`src/rtl/tts_pkg.sv`:
```
`default_nettype none
// ----------------------------------------------------------------------------
// Tick task scheduler package
// Shared types, codes and constants for the slot table, its walker and the
// top level.
// ----------------------------------------------------------------------------
package tts_pkg;

  localparam int unsigned TaskSlotsDef = 48;
  localparam int unsigned SlotW        = 6;
  localparam int unsigned CodeW        = 16;
  localparam int unsigned TicksW       = 16;
  localparam int unsigned CdW          = 18;
  localparam int unsigned PendW        = 8;
  localparam int unsigned StatW        = 3;

  localparam logic [CodeW-1:0]  WarnCodeRst = 16'd1;
  localparam logic [TicksW-1:0] WarnHoldRst = 16'd2000;
  localparam logic [PendW-1:0]  PendMax     = 8'd255;

  typedef enum logic [1:0] {
    OP_TICK = 2'd0,
    OP_ADD  = 2'd1,
    OP_DEL  = 2'd2,
    OP_DISP = 2'd3
  } op_e;

  typedef enum logic [StatW-1:0] {
    ST_OK       = 3'd0,
    ST_FULL     = 3'd1,
    ST_EMPTY    = 3'd2,
    ST_BAD_IDX  = 3'd3,
    ST_NONE_DUE = 3'd4
  } status_e;

  typedef enum logic [0:0] {
    CFG_WARN_CODE = 1'b0,
    CFG_WARN_HOLD = 1'b1
  } cfg_idx_e;

  typedef enum logic [1:0] {
    S_IDLE,
    S_WALK,
    S_DEL,
    S_FIN
  } state_e;

  // One table entry. A code of zero marks a free slot.
  typedef struct packed {
    logic [CodeW-1:0]      code;
    logic signed [CdW-1:0] cd;
    logic [TicksW-1:0]     period;
    logic [PendW-1:0]      pend;
  } slot_t;

  typedef struct packed {
    logic             rd_en;
    logic [SlotW-1:0] rd_addr;
    logic             wr_en;
    logic [SlotW-1:0] wr_addr;
    slot_t            wr_data;
    logic             clr_en;
    logic [SlotW-1:0] clr_addr;
  } mem_cmd_t;

  typedef struct packed {
    logic [StatW-1:0] status;
    logic [SlotW-1:0] slot;
    logic [CodeW-1:0] code;
    logic             run;
    logic             warn;
    logic             last;
  } result_t;

endpackage
`default_nettype wire

```
`src/rtl/tts_mem.sv`:
```
`default_nettype none
// ----------------------------------------------------------------------------
// Slot table memory
// Single-port-write, single-port-read synchronous table with registered read
// data. A valid bit per slot makes unwritten or cleared slots read
// as all zero without a clearing pass.
// ----------------------------------------------------------------------------
module tts_mem #(
  parameter int unsigned SLOTS = tts_pkg::TaskSlotsDef
) (
  input  wire logic             clk_i,
  input  wire logic             rst_ni,
  input  wire tts_pkg::mem_cmd_t cmd_i,
  output tts_pkg::slot_t        rd_data_o
);
  import tts_pkg::*;

  localparam int unsigned IW = (SLOTS > 1) ? $clog2(SLOTS) : 1;

  slot_t            mem_q [SLOTS];
  slot_t            rd_q;
  logic             rv_q;
  logic [SLOTS-1:0] vld_q;

  always_ff @(posedge clk_i) begin
    if (cmd_i.wr_en) begin
      mem_q[cmd_i.wr_addr[IW-1:0]] <= cmd_i.wr_data;
    end
    if (cmd_i.rd_en) begin
      rd_q <= mem_q[cmd_i.rd_addr[IW-1:0]];
    end
  end

  always_ff @(posedge clk_i or negedge rst_ni) begin
    if (!rst_ni) begin
      vld_q <= '0;
      rv_q  <= 1'b0;
    end else begin
      if (cmd_i.wr_en) begin
        vld_q[cmd_i.wr_addr[IW-1:0]] <= 1'b1;
      end
      if (cmd_i.clr_en) begin
        vld_q[cmd_i.clr_addr[IW-1:0]] <= 1'b0;
      end
      if (cmd_i.rd_en) begin
        rv_q <= vld_q[cmd_i.rd_addr[IW-1:0]];
      end
    end
  end

  assign rd_data_o = rv_q ? rd_q : '0;

endmodule
`default_nettype wire

```
`src/rtl/tts_ctrl.sv`:
```
`default_nettype none
// ----------------------------------------------------------------------------
// Slot walker
// Sequencer that walks the slot table one entry per cycle unless dispatch output
// stalls, reads the next slot while writing back the current one, forms results.
// ----------------------------------------------------------------------------
module tts_ctrl #(
  parameter int unsigned SLOTS = tts_pkg::TaskSlotsDef
) (
  input  wire logic                          clk_i,
  input  wire logic                          rst_ni,
  input  wire logic                          in_valid_i,
  output logic                               in_ready_o,
  input  wire tts_pkg::op_e                  op_i,
  input  wire logic [tts_pkg::CodeW-1:0]     code_i,
  input  wire logic [tts_pkg::TicksW-1:0]    phase_i,
  input  wire logic [tts_pkg::TicksW-1:0]    period_i,
  input  wire logic [tts_pkg::SlotW-1:0]     idx_i,
  input  wire logic [tts_pkg::CodeW-1:0]     warn_code_i,
  input  wire logic [tts_pkg::TicksW-1:0]    warn_hold_i,
  output tts_pkg::mem_cmd_t                  mem_cmd_o,
  input  wire tts_pkg::slot_t                rd_data_i,
  input  wire logic                          out_free_i,
  output logic                               out_push_o,
  output tts_pkg::result_t                   out_res_o
);
  import tts_pkg::*;

  localparam int unsigned IW = (SLOTS > 1) ? $clog2(SLOTS) : 1;

  state_e             state_q, state_d;
  op_e                op_q;
  logic [CodeW-1:0]   code_q;
  logic [TicksW-1:0]  phase_q;
  logic [TicksW-1:0]  period_q;
  logic [SlotW-1:0]   idx_q;
  logic               load;

  logic [IW-1:0]      rp_q, rp_d;
  logic               rmore_q, rmore_d;
  logic [IW-1:0]      pidx_q, pidx_d;
  logic [IW-1:0]      ff_q, ff_d;
  logic               ff_found_q, ff_found_d;
  logic               hold_vld_q, hold_vld_d;
  logic [SlotW-1:0]   hold_slot_q, hold_slot_d;
  logic [CodeW-1:0]   hold_code_q, hold_code_d;
  logic               ovf_q, ovf_d;
  logic [StatW-1:0]   dstat_q, dstat_d;

  slot_t                 e;
  slot_t                 upd;
  logic                  due;
  logic                  advance;
  logic signed [CdW-1:0] cd_dec;
  logic [PendW-1:0]      pend_inc;

  assign e          = rd_data_i;
  assign in_ready_o = (state_q == S_IDLE);

  always_ff @(posedge clk_i or negedge rst_ni) begin
    if (!rst_ni) begin
      state_q     <= S_IDLE;
      rp_q        <= '0;
      rmore_q     <= 1'b0;
      pidx_q      <= '0;
      ff_q        <= '0;
      ff_found_q  <= 1'b0;
      hold_vld_q  <= 1'b0;
      ovf_q       <= 1'b0;
      dstat_q     <= ST_OK;
    end else begin
      state_q     <= state_d;
      rp_q        <= rp_d;
      rmore_q     <= rmore_d;
      pidx_q      <= pidx_d;
      ff_q        <= ff_d;
      ff_found_q  <= ff_found_d;
      hold_vld_q  <= hold_vld_d;
      ovf_q       <= ovf_d;
      dstat_q     <= dstat_d;
    end
  end

  always_ff @(posedge clk_i) begin
    if (load) begin
      op_q     <= op_i;
      code_q   <= code_i;
      phase_q  <= phase_i;
      period_q <= period_i;
      idx_q    <= idx_i;
    end
    hold_slot_q <= hold_slot_d;
    hold_code_q <= hold_code_d;
  end

  always_comb begin
    state_d     = state_q;
    rp_d        = rp_q;
    rmore_d     = rmore_q;
    pidx_d      = pidx_q;
    ff_d        = ff_q;
    ff_found_d  = ff_found_q;
    hold_vld_d  = hold_vld_q;
    hold_slot_d = hold_slot_q;
    hold_code_d = hold_code_q;
    ovf_d       = ovf_q;
    dstat_d     = dstat_q;
    load        = 1'b0;
    mem_cmd_o   = '0;
    out_push_o  = 1'b0;
    out_res_o   = '0;
    advance     = 1'b1;
    upd         = e;

    due      = (e.pend != '0);
    cd_dec   = (e.cd > -18'sd1) ? (e.cd - 18'sd1) : e.cd;
    pend_inc = (e.pend != PendMax) ? (e.pend + 8'd1) : e.pend;

    unique case (state_q)
      S_IDLE: begin
        if (in_valid_i) begin
          load = 1'b1;
          if (op_i == OP_DEL) begin
            if (int'(idx_i) >= SLOTS) begin
              dstat_d = ST_BAD_IDX;
              state_d = S_FIN;
            end else begin
              mem_cmd_o.rd_en   = 1'b1;
              mem_cmd_o.rd_addr = idx_i;
              state_d           = S_DEL;
            end
          end else begin
            mem_cmd_o.rd_en   = 1'b1;
            mem_cmd_o.rd_addr = '0;
            pidx_d            = '0;
            rp_d              = IW'(1);
            rmore_d           = (SLOTS > 1);
            ff_found_d        = 1'b0;
            hold_vld_d        = 1'b0;
            state_d           = S_WALK;
          end
        end
      end

      S_DEL: begin
        if (e.code != '0) begin
          dstat_d            = ST_OK;
          mem_cmd_o.clr_en   = 1'b1;
          mem_cmd_o.clr_addr = idx_q;
        end else begin
          dstat_d = ST_EMPTY;
        end
        state_d = S_FIN;
      end

      S_WALK: begin
        case (op_q)
          OP_TICK: begin
            if (e.code != '0) begin
              upd.cd = cd_dec;
              if (cd_dec <= 18'sd0) begin
                upd.pend = pend_inc;
                if (pend_inc > 8'd1) begin
                  ovf_d = 1'b1;
                end
                if (e.period != '0) begin
                  upd.cd = signed'({2'b00, e.period});
                end
              end
              mem_cmd_o.wr_en   = 1'b1;
              mem_cmd_o.wr_addr = SlotW'(pidx_q);
              mem_cmd_o.wr_data = upd;
            end
          end
          OP_ADD: begin
            if (e.code == '0 && !ff_found_q) begin
              ff_d       = pidx_q;
              ff_found_d = 1'b1;
            end
          end
          OP_DISP: begin
            // The previous due slot goes out only once another one follows,
            // so that the final one can carry the last flag.
            if (due && hold_vld_q) begin
              advance           = out_free_i;
              out_push_o        = out_free_i;
              out_res_o.status  = ST_OK;
              out_res_o.slot    = hold_slot_q;
              out_res_o.code    = hold_code_q;
              out_res_o.run     = 1'b1;
            end
            if (advance) begin
              if (due) begin
                hold_vld_d  = 1'b1;
                hold_slot_d = SlotW'(pidx_q);
                hold_code_d = e.code;
                if (e.period == '0) begin
                  mem_cmd_o.clr_en   = 1'b1;
                  mem_cmd_o.clr_addr = SlotW'(pidx_q);
                end else begin
                  upd.pend          = e.pend - 8'd1;
                  mem_cmd_o.wr_en   = 1'b1;
                  mem_cmd_o.wr_addr = SlotW'(pidx_q);
                  mem_cmd_o.wr_data = upd;
                end
              end
              if (((due && e.period == '0) || e.code == '0) && !ff_found_q) begin
                ff_d       = pidx_q;
                ff_found_d = 1'b1;
              end
            end
          end
          default: ;
        endcase

        if (advance) begin
          if (rmore_q) begin
            mem_cmd_o.rd_en   = 1'b1;
            mem_cmd_o.rd_addr = SlotW'(rp_q);
            pidx_d            = rp_q;
            rp_d              = rp_q + IW'(1);
            rmore_d           = (rp_q != IW'(SLOTS - 1));
          end else begin
            state_d = S_FIN;
          end
        end
      end

      S_FIN: begin
        if (out_free_i) begin
          out_push_o     = 1'b1;
          out_res_o.last = 1'b1;
          state_d        = S_IDLE;
          case (op_q)
            OP_TICK: begin
              out_res_o.status = ST_OK;
            end
            OP_ADD: begin
              if (ff_found_q) begin
                out_res_o.status          = ST_OK;
                out_res_o.slot            = SlotW'(ff_q);
                mem_cmd_o.wr_en           = 1'b1;
                mem_cmd_o.wr_addr         = SlotW'(ff_q);
                mem_cmd_o.wr_data.code    = code_q;
                mem_cmd_o.wr_data.cd      = signed'({2'b00, phase_q} + 18'd1);
                mem_cmd_o.wr_data.period  = period_q;
                mem_cmd_o.wr_data.pend    = '0;
              end else begin
                out_res_o.status = ST_FULL;
              end
            end
            OP_DEL: begin
              out_res_o.status = dstat_q;
              out_res_o.slot   = idx_q;
            end
            OP_DISP: begin
              if (hold_vld_q) begin
                out_res_o.status = ST_OK;
                out_res_o.slot   = hold_slot_q;
                out_res_o.code   = hold_code_q;
                out_res_o.run    = 1'b1;
              end else begin
                out_res_o.status = ST_NONE_DUE;
              end
              out_res_o.warn = ovf_q;
              // The warning-off task is dropped when no slot is free.
              if (ovf_q && ff_found_q) begin
                mem_cmd_o.wr_en          = 1'b1;
                mem_cmd_o.wr_addr        = SlotW'(ff_q);
                mem_cmd_o.wr_data.code   = warn_code_i;
                mem_cmd_o.wr_data.cd     = signed'({2'b00, warn_hold_i} + 18'd1);
                mem_cmd_o.wr_data.period = '0;
                mem_cmd_o.wr_data.pend   = '0;
              end
              ovf_d = 1'b0;
            end
            default: ;
          endcase
        end
      end

      default: state_d = S_IDLE;
    endcase
  end

endmodule
`default_nettype wire

```
`src/rtl/tick_task_scheduler_table.sv`:
```
`default_nettype none
// Requests: tick, add and dispatch walk the whole table before the last result;
// delete reads only the named slot (none for an index beyond the table).
// Throughput: one request at a time; the table walk reads one slot per cycle
// from the single read port; a new request waits until the last result is pushed.
// Dispatch results may stall the walk when the output is not taken.
// Reset clears every slot at once through per-slot valid bits; no sweep.
// ----------------------------------------------------------------------------
// Tick task scheduler table
// Time-triggered cooperative task table with tick, add, delete and dispatch
// requests, configuration registers and a registered result stage.
// ----------------------------------------------------------------------------
module tick_task_scheduler_table #(
  parameter int unsigned TASK_SLOTS = tts_pkg::TaskSlotsDef
) (
  input  wire logic        clk_i,
  input  wire logic        rst_ni,
  // Configuration write port.
  input  wire logic        cfg_we_i,
  input  wire logic        cfg_idx_i,
  input  wire logic [15:0] cfg_wdata_i,
  // Request stream.
  input  wire logic        s_axis_tvalid_i,
  output logic             s_axis_tready_o,
  // task_code[15:0], phase_ticks[31:16], period_ticks[47:32],
  // slot_index[53:48], zero[55:54]
  input  wire logic [55:0] s_axis_tdata_i,
  // op[1:0]
  input  wire logic [1:0]  s_axis_tuser_i,
  // Result stream.
  output logic             m_axis_tvalid_o,
  input  wire logic        m_axis_tready_i,
  // slot_out[5:0], run_code[21:6], zero[23:22]
  output logic [23:0]      m_axis_tdata_o,
  // status[2:0], run_now[3], warning_on[4]
  output logic [4:0]       m_axis_tuser_o,
  output logic             m_axis_tlast_o
);
  import tts_pkg::*;

  logic [CodeW-1:0]  warn_code_q;
  logic [TicksW-1:0] warn_hold_q;

  logic      out_vld_q;
  result_t   out_q;
  logic      out_free;
  logic      out_push;
  result_t   out_res;
  mem_cmd_t  mem_cmd;
  slot_t     rd_data;

  always_ff @(posedge clk_i or negedge rst_ni) begin
    if (!rst_ni) begin
      warn_code_q <= WarnCodeRst;
      warn_hold_q <= WarnHoldRst;
    end else if (cfg_we_i) begin
      unique case (cfg_idx_e'(cfg_idx_i))
        CFG_WARN_CODE: warn_code_q <= cfg_wdata_i;
        CFG_WARN_HOLD: warn_hold_q <= cfg_wdata_i;
        default: ;
      endcase
    end
  end

  tts_mem #(
    .SLOTS (TASK_SLOTS)
  ) u_mem (
    .clk_i     (clk_i),
    .rst_ni    (rst_ni),
    .cmd_i     (mem_cmd),
    .rd_data_o (rd_data)
  );

  tts_ctrl #(
    .SLOTS (TASK_SLOTS)
  ) u_ctrl (
    .clk_i       (clk_i),
    .rst_ni      (rst_ni),
    .in_valid_i  (s_axis_tvalid_i),
    .in_ready_o  (s_axis_tready_o),
    .op_i        (op_e'(s_axis_tuser_i)),
    .code_i      (s_axis_tdata_i[15:0]),
    .phase_i     (s_axis_tdata_i[31:16]),
    .period_i    (s_axis_tdata_i[47:32]),
    .idx_i       (s_axis_tdata_i[53:48]),
    .warn_code_i (warn_code_q),
    .warn_hold_i (warn_hold_q),
    .mem_cmd_o   (mem_cmd),
    .rd_data_i   (rd_data),
    .out_free_i  (out_free),
    .out_push_o  (out_push),
    .out_res_o   (out_res)
  );

  // The result register frees itself in the same cycle it is taken.
  assign out_free = !out_vld_q || m_axis_tready_i;

  always_ff @(posedge clk_i or negedge rst_ni) begin
    if (!rst_ni) begin
      out_vld_q <= 1'b0;
    end else if (out_push) begin
      out_vld_q <= 1'b1;
    end else if (m_axis_tready_i) begin
      out_vld_q <= 1'b0;
    end
  end

  always_ff @(posedge clk_i) begin
    if (out_push) begin
      out_q <= out_res;
    end
  end

  assign m_axis_tvalid_o = out_vld_q;
  assign m_axis_tdata_o  = {2'b00, out_q.code, out_q.slot};
  assign m_axis_tuser_o  = {out_q.warn, out_q.run, out_q.status};
  assign m_axis_tlast_o  = out_q.last;

endmodule
`default_nettype wire

```
`config.mk`:
```
export PLATFORM = sky130hd
export DESIGN_NAME = tick_task_scheduler_table
export DESIGN_NICKNAME = d
export VERILOG_FILES = /design/src/rtl/tts_pkg.sv /design/src/rtl/tts_mem.sv /design/src/rtl/tts_ctrl.sv /design/src/rtl/tick_task_scheduler_table.sv
export SDC_FILE = /design/constraint.sdc
export NUM_CORES = 2
export LEC_CHECK = 0
export BUFFER_PORTS_ARGS = -buffer_cell sky130_fd_sc_hd__buf_4
export CORE_UTILIZATION = 45
export CTS_CLUSTER_DIAMETER = 100
export DETAILED_ROUTE_END_ITERATION = 8
export HOLD_SLACK_MARGIN = 0.05
export SYNTH_ARGS = -nofsm -noshare
export SYNTH_HDL_FRONTEND = slang
export SYNTH_HIERARCHICAL = 1
export SYNTH_SLANG_ARGS = --single-unit
```
`constraint.sdc`:
```
create_clock -name clk_i -period 12.05 [get_ports clk_i]
set_input_delay 2.41 -clock clk_i [delete_from_list [all_inputs] [get_ports clk_i]]
set_output_delay 2.41 -clock clk_i [all_outputs]
set_load 0.05 [all_outputs]
```
==> summary.md <==
| Metric | Value |
|---|---|
| Outcome | complete, no violations |
| Pwr/cell area | 211 nW/µm² |
| Sw Ratio | 27.7% |
| Synth area leaders | edfxtp_1 75%, mux4_2 13%, dfrtp_1 2.1% |
| Fraction of layout cells with a size suffix above 1 | 26.8% |
| CTS Buffer Depth | 4 |
| Design area | 135000 µm² |
| Total CTS buffers | 323 |
| Peak Freq | 128 MHz |
| Setup WS post-layout | 4.26 ns |
| Number of synthesized flops with an enable pin | 2948 |
| Core Region | 262000 µm² |
| Slew @ Worst Pin | 1.38 ns |
| Yosys cell types | 83 |
| Main synth FF type | edfxtp_1 |
| Worst vdd ir | 240 µV |
| Final min period | 7.79 ns |
| Initial Utilization | 45.2% |
| Area delta synth->final | 13.5% |
| FF-to-FF Start | u_mem/rv_q$_DFFE_PN0P_ |
| Die W | 516 µm |
| Port bufs | 107 |
| Placed insts | 9059 |
| Boundary Pins | 112 |
| Switching power total | 0.00789 W |
| Most frequent cell after synthesis | edfxtp_1 |
| Final setup fails | 0 |
| Routability congestion estimate | 0.872 |
| Final HPWL DP | 182 mm |
| Synthesis Warnings | 6 |
| R2R Path End | u_mem/mem_q[45][44]$_DFFE_PP_ |
| Final period utilization | 64.7% |
| Clock Sinks | 3056 |
| Die area | 266000 µm² |
| DRT antenna net count | 0 |
| Clock Latency Late Sink | 0.98 ns |
| Unrepaired setup endpoints after global routing | no |
| Number of synthesized register bits | 3056 |
| Drt first pass iters | 8 |
| Hold Path Class | register to register |
| Wire per inst | 34.5 µm |
| Asr flop ratio synth | 3.53% |
| Final wirelength | 332 mm |
| DRC Markers | 0 |
| Die span in y | 516 µm |
| Critical Path Source Type | register |
| Pint | 0.0206 W |
| Post-CTS Setup Inserts | 0 |
| Hold Startpoint | u_mem/vld_q[45]$_DFF_PN0_ |
| Logic pwr share | 22.6% |
| Seq/Total Area, Yosys | 76.9% |
| CTS tree | done |
| CP Data Arrival Time | 8.31 ns |
| Final hold vios | 0 |
| Relative slew slack | 7.76% |
| Pre-CTS setup slack | 3.70 ns |
| Crit path kind | register to register |
| Post-Route Setup TNS | 0 ns |
| Synth area leader | edfxtp_1 |
| Pin count of the biggest net entering global routing | 125 |
| Clk pwr share | 33.4% |
| # rows | 188 |
| CP startpoint | u_mem/rv_q$_DFFE_PN0P_ |
| Leakage power | 41.9 nW |
| # hold bufs at CTS | 0 |
| Syn Area/Cell | 21.4 µm² |
| Reg power frac | 44.0% |
| Synth top cells by count | 2948 x edfxtp_1, 709 x mux4_2, 167 x nor2_1, 163 x a22oi_1, 153 x o22ai_1 |
| Placed cell area | 125000 µm² |
| All-Layer GR Usage | 24.9% |
| Syn Inst Count | 5543 |
| Worst Path Required | 12.57 ns |
| Max-cap violation count | 0 |
| Via density | 6.34 |
| CTS root buffer | clkbuf_16 |
| DR vias | 60.9k |
| Post-Layout Cell Count | 9614 |
| Worst Reg2Reg Path Length in Cells | 12 |
| Worst-path clk slew | 0.07 ns |
| Quantity of gates resized following cts | 0 |
| Vias in the first global route | 59.4k |
| Final net count | 5964 |
| Nature of the critical path endpoint | register |
| Min Hold Slack | 0.491 ns |
| First-pass GRT wire length | 462 mm |
| Initial antenna violation count | 12 |
| Top cell type's share of synthesized area | 74.6% |
| Number of DRC violations after detailed-routing iteration 0 | 8712 |
| Mapped Area | 119000 µm² |
| H-Tree Depth | 5 |
| FF-to-FF setup slack | 4.26 ns |
| Worst Skew | 0.0881 ns |
| Worst-path fanout max | 39 |
| Slew Limit Fails | 0 |
| Grt ovf | 0 |
| CP endpoint | u_mem/mem_q[45][44]$_DFFE_PP_ |
critical path, cell delays in order, from the launching register on:
cell and delay [ns]:
dfrtp_2 0.66, buf_4 0.59, and2_1 0.66, nor4_1 0.14, nand4_1 0.45, nand2_1 0.48
a21oi_4 0.23, buf_4 0.54, a22o_1 0.37, nand4b_1 0.77, nor2_4 1.01, buf_4 0.57
buf_4 0.72
state kept, by name (all words and copies together) (netlist names), 5 cells and up:
signal / count
u_ctrl/period_q: 16
u_ctrl/ff_q: 6
u_mem/vld_q: 48
u_ctrl/hold_slot_q: 6
u_ctrl/idx_q: 6
warn_code_q: 16
u_mem/rd_q: 58
u_ctrl/phase_q: 16
u_ctrl/rp_q: 6
u_mem/mem_q: 2784
warn_hold_q: 16
u_ctrl/code_q: 16
u_ctrl/pidx_q: 6
m_axis_tdata_o: 22
m_axis_tuser_o: 5
u_ctrl/hold_code_q: 16
worst min-delay path by stage:
stage | end | slack (ns) | cells after the start
after floorplan | u_mem/vld_q[45]$_DFF_PN0_ | 0.45 | 1
after CTS | u_mem/vld_q[45]$_DFF_PN0_ | 0.49 | 1
after detailed placement | u_mem/vld_q[6]$_DFF_PN0_ | 0.48 | 1
final | u_mem/vld_q[45]$_DFF_PN0_ | 0.49 | 1
after global routing | u_mem/vld_q[45]$_DFF_PN0_ | 0.51 | 1
after global placement | u_mem/vld_q[29]$_DFF_PN0_ | 0.47 | 1
metal layers:
metal | GRT usage, % | part of all wire [%] | vias to the layer above
met4 | 5.81 | 2.2 | 4
met5 | 0.146 | 0.019 | -
met1 | 36.2 | 40 | 33200
met3 | 4.41 | 9.7 | 489
met2 | 39.4 | 48 | 3145
li1 | - | - | 24100
layout make-up:
type | instances | area (µm²)
fill | 20600 | 128000
sequential | 3056 | 91200
multi-input combinational | 2156 | 26600
clock buffer | 390 | 8510
tap | 3515 | 4400
timing repair buffer | 306 | 2430
clock inverter | 160 | 1410
inverter | 26 | 103
antenna | 5 | 12.5
logic make-up (layout without fill, tap and decap cells):
family          Yosys count  count (layout)  share of synthesized area, %
mux                     880             880                          15.0
compound gates          630             630                          3.75
other cells               1               7                       0.00316
buf+inv                 332             882                          1.33
fa+ha+maj                15              15                         0.158
flops                  3056            3056                          76.9
xor+xnor                 46              46                         0.339
simple gates            583             583                          2.56
power groups by stage:
stage          Clock, W  Sequential (W)  Combinational, W
3_3_place_gp          0          0.0127           0.00638
4_1_cts         0.00962          0.0125           0.00645
5_1_grt         0.00999          0.0125           0.00682
6_report        0.00949          0.0125           0.00643
2_1_floorplan         0          0.0127           0.00468
3_5_place_dp          0          0.0127           0.00644
stage by stage:
step	total power, W	util (%)
2_1_floorplan	0.0174	-
3_3_place_gp	0.0191	47.6
3_5_place_dp	0.0192	47.6
4_1_cts	0.0286	51.4
5_1_grt	0.0293	51.4
6_report	0.0285	51.4
placed cells by master (no fill, tap or decap), types with 45 or more instances in the layout:
master / netlist / layout
edfxtp_1: 2948 / 2948
mux4_2: 709 / 709
clkbuf_1: 142 / 55
a21oi_1: 48 / 45
buf_4: 31 / 295
dfrtp_1: 101 / 100
nand2_1: 106 / 106
o22ai_1: 153 / 150
clkinv_2: 0 / 54
clkbuf_16: 0 / 328
a22oi_1: 163 / 163
mux2i_1: 127 / 127
clkinv_1: 0 / 68
nor2_1: 167 / 116
and2_1: 82 / 81
nor2_4: 0 / 49
No activity file was read; power rests on OpenSTA's default activity.
